===== src/design/cext_pkg.sv =====
// ----------------------------------------------------------------------------
// cext_pkg: shared constants and helpers
// Fixed-point constants, CORDIC arctangent table and rounding helper for the
// clamped Euler X-Y-Z joint transform.
// ----------------------------------------------------------------------------
package cext_pkg;

  localparam int unsigned CordicSteps = 16;
  localparam int unsigned LaneStages  = CordicSteps + 3;   // clamp, fold, CORDIC, round
  localparam int unsigned MergeStages = 3;
  localparam int unsigned PipeStages  = LaneStages + MergeStages;

  localparam logic signed [19:0] PiQ16     = 20'sd205887;
  localparam logic signed [19:0] HalfPiQ16 = 20'sd102944;
  localparam logic signed [19:0] TwoPiQ16  = 20'sd411775;
  localparam logic signed [33:0] GainQ30   = 34'sd652032874;
  localparam logic signed [15:0] OneQ14    = 16'sd16384;

  localparam logic [4:0] ShiftCordic = 5'd16;
  localparam logic [4:0] ShiftTwo    = 5'd14;
  localparam logic [4:0] ShiftThree  = 5'd28;

  // configuration register indexes
  localparam logic [2:0] RegLimitsEn = 3'd0;
  localparam logic [2:0] RegMinX     = 3'd1;
  localparam logic [2:0] RegMaxX     = 3'd2;
  localparam logic [2:0] RegMinY     = 3'd3;
  localparam logic [2:0] RegMaxY     = 3'd4;
  localparam logic [2:0] RegMinZ     = 3'd5;
  localparam logic [2:0] RegMaxZ     = 3'd6;

  localparam logic [15:0] AtanQ16 [CordicSteps] = '{
    16'd51472, 16'd30386, 16'd16055, 16'd8150, 16'd4091, 16'd2047, 16'd1024, 16'd512,
    16'd256, 16'd128, 16'd64, 16'd32, 16'd16, 16'd8, 16'd4, 16'd2
  };

  typedef struct packed {
    logic [2:0] lim_en;
    logic signed [15:0] lim_min;
    logic signed [15:0] lim_max;
  } axis_cfg_t;

  // round half away from zero by sh bits, then saturate to +/-1.0 in Q14
  function automatic logic signed [15:0] round_sat(input logic signed [47:0] v,
                                                   input logic [4:0] sh);
    logic        neg;
    logic [47:0] mag;
    logic [47:0] half;
    logic [47:0] q;
    logic [15:0] r;
    neg  = v[47];
    mag  = neg ? 48'(-v) : 48'(v);
    half = 48'd1 << (sh - 5'd1);
    q    = (mag + half) >> sh;
    r    = (q > 48'd16384) ? 16'd16384 : q[15:0];
    return neg ? 16'(-$signed(r)) : $signed(r);
  endfunction

endpackage


===== src/design/cext_lane.sv =====
// ----------------------------------------------------------------------------
// cext_lane: one axis of sine/cosine
// Clamps the angle, reduces and folds it to +/-pi/2, runs an unrolled CORDIC
// pipeline and rounds the result to Q14.
// ----------------------------------------------------------------------------
module cext_lane (
  input  logic                                clk_i,
  input  logic [cext_pkg::LaneStages-1:0]     load_i,
  input  logic                                limits_en_i,
  input  cext_pkg::axis_cfg_t                 cfg_i,
  input  logic signed [15:0]                  angle_i,
  output logic signed [15:0]                  sin_o,
  output logic signed [15:0]                  cos_o
);

  localparam int unsigned N = cext_pkg::CordicSteps;

  logic signed [15:0] ang_q, ang_d;
  logic signed [19:0] fold_d;
  logic               neg_d;
  logic signed [33:0] x_q [N+1];
  logic signed [33:0] y_q [N+1];
  logic signed [19:0] z_q [N+1];
  logic               neg_q [N+1];
  logic signed [15:0] sin_q, cos_q;

  always_comb begin
    ang_d = angle_i;
    if (limits_en_i) begin
      if (ang_d < cfg_i.lim_min) ang_d = cfg_i.lim_min;
      if (ang_d > cfg_i.lim_max) ang_d = cfg_i.lim_max;
    end
  end

  always_ff @(posedge clk_i) begin
    if (load_i[0]) ang_q <= ang_d;
  end

  // range reduction to +/-pi, then fold to +/-pi/2 with cosine sign flip
  always_comb begin
    logic signed [19:0] a;
    a = 20'(ang_q) <<< 3;
    if (a > cext_pkg::PiQ16) a = a - cext_pkg::TwoPiQ16;
    else if (a < -cext_pkg::PiQ16) a = a + cext_pkg::TwoPiQ16;
    neg_d  = 1'b0;
    fold_d = a;
    if (a > cext_pkg::HalfPiQ16) begin
      fold_d = cext_pkg::PiQ16 - a;
      neg_d  = 1'b1;
    end else if (a < -cext_pkg::HalfPiQ16) begin
      fold_d = -cext_pkg::PiQ16 - a;
      neg_d  = 1'b1;
    end
  end

  always_ff @(posedge clk_i) begin
    if (load_i[1]) begin
      x_q[0]   <= cext_pkg::GainQ30;
      y_q[0]   <= '0;
      z_q[0]   <= fold_d;
      neg_q[0] <= neg_d;
    end
  end

  for (genvar i = 0; i < N; i++) begin : g_iter
    logic signed [19:0] at;
    assign at = $signed({4'd0, cext_pkg::AtanQ16[i]});
    always_ff @(posedge clk_i) begin
      if (load_i[i+2]) begin
        neg_q[i+1] <= neg_q[i];
        if (z_q[i] >= 0) begin
          x_q[i+1] <= x_q[i] - (y_q[i] >>> i);
          y_q[i+1] <= y_q[i] + (x_q[i] >>> i);
          z_q[i+1] <= z_q[i] - at;
        end else begin
          x_q[i+1] <= x_q[i] + (y_q[i] >>> i);
          y_q[i+1] <= y_q[i] - (x_q[i] >>> i);
          z_q[i+1] <= z_q[i] + at;
        end
      end
    end
  end

  always_ff @(posedge clk_i) begin
    if (load_i[N+2]) begin
      sin_q <= cext_pkg::round_sat(48'(y_q[N]), cext_pkg::ShiftCordic);
      cos_q <= neg_q[N]
             ? 16'(-cext_pkg::round_sat(48'(x_q[N]), cext_pkg::ShiftCordic))
             : cext_pkg::round_sat(48'(x_q[N]), cext_pkg::ShiftCordic);
    end
  end

  assign sin_o = sin_q;
  assign cos_o = cos_q;

endmodule


===== config.mk =====
export PLATFORM = sky130hd
export DESIGN_NAME = cext_lane
export DESIGN_NICKNAME = d
export VERILOG_FILES = /design/src/design/cext_pkg.sv /design/src/design/cext_lane.sv
export SDC_FILE = /design/constraint.sdc
export NUM_CORES = 2
export LEC_CHECK = 0
export BUFFER_PORTS_ARGS = -buffer_cell sky130_fd_sc_hd__buf_2
export CORE_UTILIZATION = 60
export CTS_BUF_LIST = sky130_fd_sc_hd__clkbuf_8
export CTS_CLUSTER_DIAMETER = 40
export CTS_CLUSTER_SIZE = 16
export DETAILED_ROUTE_END_ITERATION = 10
export HOLD_SLACK_MARGIN = 0.12
export PLACE_DENSITY = 0.79
export SYNTH_ARGS = -nofsm -noshare
export SYNTH_HDL_FRONTEND = slang
export SYNTH_SLANG_ARGS = --single-unit

===== constraint.sdc =====
create_clock -name clk_i -period 6.6 [get_ports clk_i]
set_input_delay 1.32 -clock clk_i [delete_from_list [all_inputs] [get_ports clk_i]]
set_output_delay 1.32 -clock clk_i [all_outputs]
set_load 0.02 [all_outputs]

==> flow_metrics.py <==
metrics = {
    "outcome": {
        "status": "complete, no violations",
    },
    "synthesis": {
        "synth_cell_type_count": 122,
        "yosys_warnings": 0,
        "async_flop_share_pct": 0,
        "synth_area_sq_um": 112000,
        "synth_flop_cell": "edfxtp_1",
        "ys_ff_latch": 1343,
        "synth.avg_cell_area_sq_um": 9.66,
        "syn_inst": 11600,
        "ys_seq_area_share_pct": 36.2,
        "synth_edf_count": 1343,
        "syn_nets": 12900,
    },
    "route": {
        "wl_per_cell_um": 20.2,
        "drt_pass1_iterations": 8,
        "wl_mm": 292,
        "first_iter_violations": 6927,
        "post_drt_via_cell_ratio": 6.18,
        "drc": 0,
        "ant_nets": 0,
        "vias": 89300,
    },
    "global_routing": {
        "grtUsageMet2_pct": 50.6,
        "grt_max_degree": 87,
        "antenna_found_initial": 8,
        "grt.busiest_layer": "met2",
        "grt_overflow": 0,
        "met1_usage_pct": 38.4,
        "first_global_vias": 85500,
        "grt.total_usage_pct": 30.5,
        "grt_util_met3_pct": 4.29,
        "grt_pass1_wl_mm": 455,
    },
    "timing": {
        "min_period_ps": 6170,
        "worst_pin_slew_ps": 1210,
        "clock.fmax_mhz": 162,
        "setup_viol": 0,
        "slew_violations": 0,
        "hold_viol": 0,
        "fin_skew_ps": 63.7,
        "fin_crit_sh_pct": 93.5,
        "setup_tns_ps": 0,
        "relSlewSlack_pct": 19.1,
    },
    "cts": {
        "cts_htree_levels": 4,
        "cts_hold_buf": 0,
        "cts_tree": "yes",
        "clock_latency_ps": 980,
        "clkTransAtPathRegs_ps": 80,
        "cts_made_buffers": 204,
        "root_buffer": "clkbuf_8",
        "clk_path_buf_depth": 3,
        "cts_sinks": 1343,
    },
    "min_path": {
        "hold_depth": 0,
        "min_from": "z_q[11][3]",
        "hold_path.class": "flip-flop to flip-flop",
    },
    "finish": {
        "finalNonFillerCells": 14400,
        "final_common_cell": "edfxtp_1",
        "drive_above_1_share_pct": 6.84,
        "mostFrequentLayoutCells": "edfxtp_1, xnor2_1, ha_1",
        "nets": 13100,
        "area.growth.synth_to_final_pct": 7.82,
    },
    "critical_path": {
        "cp-startpoint": "z_q[9][19]",
        "cp_data_required_time_ps": 7300,
        "critPathLaunchType": "flip-flop",
        "cp-end-kind": "flip-flop",
        "cp.arrival_ps": 6880,
        "crit_type": "flip-flop to flip-flop",
        "r2r-start": "z_q[9][19]",
        "path_max_fanout": 16,
        "r2r_cells": 18,
    },
    "floorplanning": {
        "die_y_um": 433,
        "die_area_sq_um": 188000,
        "core_sq_um": 184000,
        "die_w_um": 433,
        "initial_core_util_pct": 60.7,
        "pin_count": 104,
        "core.rowCount": 157,
    },
    "run": {
        "maxCapViolations": 0,
    },
    "placed_design": {
        "port_buffers": 100,
        "placedCellCount": 14000,
        "gp_congestion": 0.980,
        "place_hpwl_mm": 235,
    },
}
-- registers in the layout, summed over array words and instances (netlist names) --
| signal | count |
|---|---|
| x_q | 484 |
| z_q | 283 |
| neg_q | 17 |
| cos_o | 16 |
| y_q | 511 |
| ang_q | 16 |
| sin_o | 16 |
-- cells by family after synthesis --
group	Yosys count	synth area share, %
AO/OA/AOI/OAI	3076	17.7
XOR/XNOR	1754	13.8
adder cells (fa/ha/maj)	1255	14.4
buffers and inverters	779	2.67
flip-flops	1343	36.2
multiplexers	123	1.17
AND/OR/NAND/NOR	3221	14.1
-- path summary, 6_finish.rpt --
| kind | endpoint | slack, ps |
|---|---|---|
| setup / recovery | x_q[10][25] | 430 |
| hold / removal | z_q[12][3] | 420 |
| setup reg to reg | x_q[10][25] | 430 |
| hold reg to reg | z_q[12][3] | 420 |
-- layout make-up --
class                      count  area [sq um]
clock buffer                 205          2820
clock inverter               180          1930
multi-input combinational   9429         68300
timing repair buffer         253          1700
inverter                     559          2100
antenna                        8          20.0
tap                         2464          3080
fill                       14600         63600
sequential                  1343         40300
-- synthesized netlist by cell type, types with 19 or more instances --
| library cell | instances | area [sq um] |
|---|---|---|
| a2111oi_0 | 24 | 210 |
| nand2_1 | 640 | 2400 |
| a21o_1 | 295 | 2210 |
| edfxtp_1 | 1343 | 40300 |
| clkbuf_1 | 164 | 616 |
| a31oi_1 | 116 | 726 |
| nor3b_1 | 37 | 278 |
| a31o_2 | 25 | 219 |
| or2_2 | 52 | 325 |
| nor2b_1 | 151 | 945 |
| a211oi_1 | 107 | 803 |
| buf_1 | 41 | 154 |
| o21a_1 | 160 | 1200 |
| mux2i_1 | 70 | 701 |
| o31ai_1 | 129 | 968 |
| a21oi_1 | 1022 | 5110 |
| inv_1 | 553 | 2080 |
| nand3_1 | 201 | 1010 |
| o21bai_1 | 176 | 1320 |
| mux2_2 | 52 | 586 |
| nor3_1 | 394 | 1970 |
| a22o_1 | 20 | 175 |
| nand2b_1 | 171 | 1070 |
| fa_1 | 44 | 881 |
| o22ai_1 | 29 | 181 |
| or3_1 | 143 | 895 |
| nand4_1 | 38 | 238 |
| nor2_1 | 988 | 3710 |
| nand3b_1 | 36 | 270 |
| and3_1 | 92 | 576 |
| a41oi_1 | 20 | 175 |
| nor4_1 | 89 | 557 |
| xor2_1 | 534 | 4680 |
| and2_1 | 85 | 532 |
| a211o_1 | 19 | 166 |
| ha_1 | 1211 | 15200 |
| a21boi_0 | 51 | 383 |
| o211ai_1 | 47 | 353 |
| o41ai_1 | 63 | 552 |
| or4_1 | 35 | 263 |
| o21ai_0 | 531 | 2660 |
| o31a_1 | 32 | 280 |
| a41o_1 | 25 | 250 |
| xnor2_1 | 1219 | 10700 |
-- per-layer routing --
metal  wire length (um)  vias to the layer above
met5                 48                        -
met4              16800                        8
met3              19100                      687
met2             136000                     2987
met1             121000                    42400
li1                   -                    43100
-- per-stage QoR --
step | worst slack (ps) | area, sq um | hold slack (ps) | utilization (%)
floorplan | 76.0 | 112000 | 400 | -
global placement | -441 | 115000 | 400 | 62.8
detailed placement | -361 | 115000 | 405 | 62.8
CTS | 170 | 120000 | 418 | 65.4
global route | -52.0 | 120000 | 423 | 65.4
finish | 426 | 120000 | 415 | 65.4
-- what timing repair did --
item,CTS,global route
resized for setup,0,2
setup buffers,0,3
endpoints found under the hold margin,0,0
setup endpoints to repair,0,10
-- critical path, cell delays in order (launching register included) --
cell	delay (ps)
edfxtp_1	690
and2_1	450
clkinv_1	480
o21ai_0	580
ha_1	330
a21o_1	160
a21oi_1	310
o21ai_0	210
a2111oi_0	430
nor2_1	140
a2111oi_0	670
o31ai_1	310
o21ai_0	340
nor2b_1	80
o21a_1	180
o21ai_0	220
nand2b_1	80
a21oi_1	180
xnor2_1	80
Power is left out: the tool's default activity adds up to more than one toggle a clock period on the data nets, which glitch-free logic cannot reach.
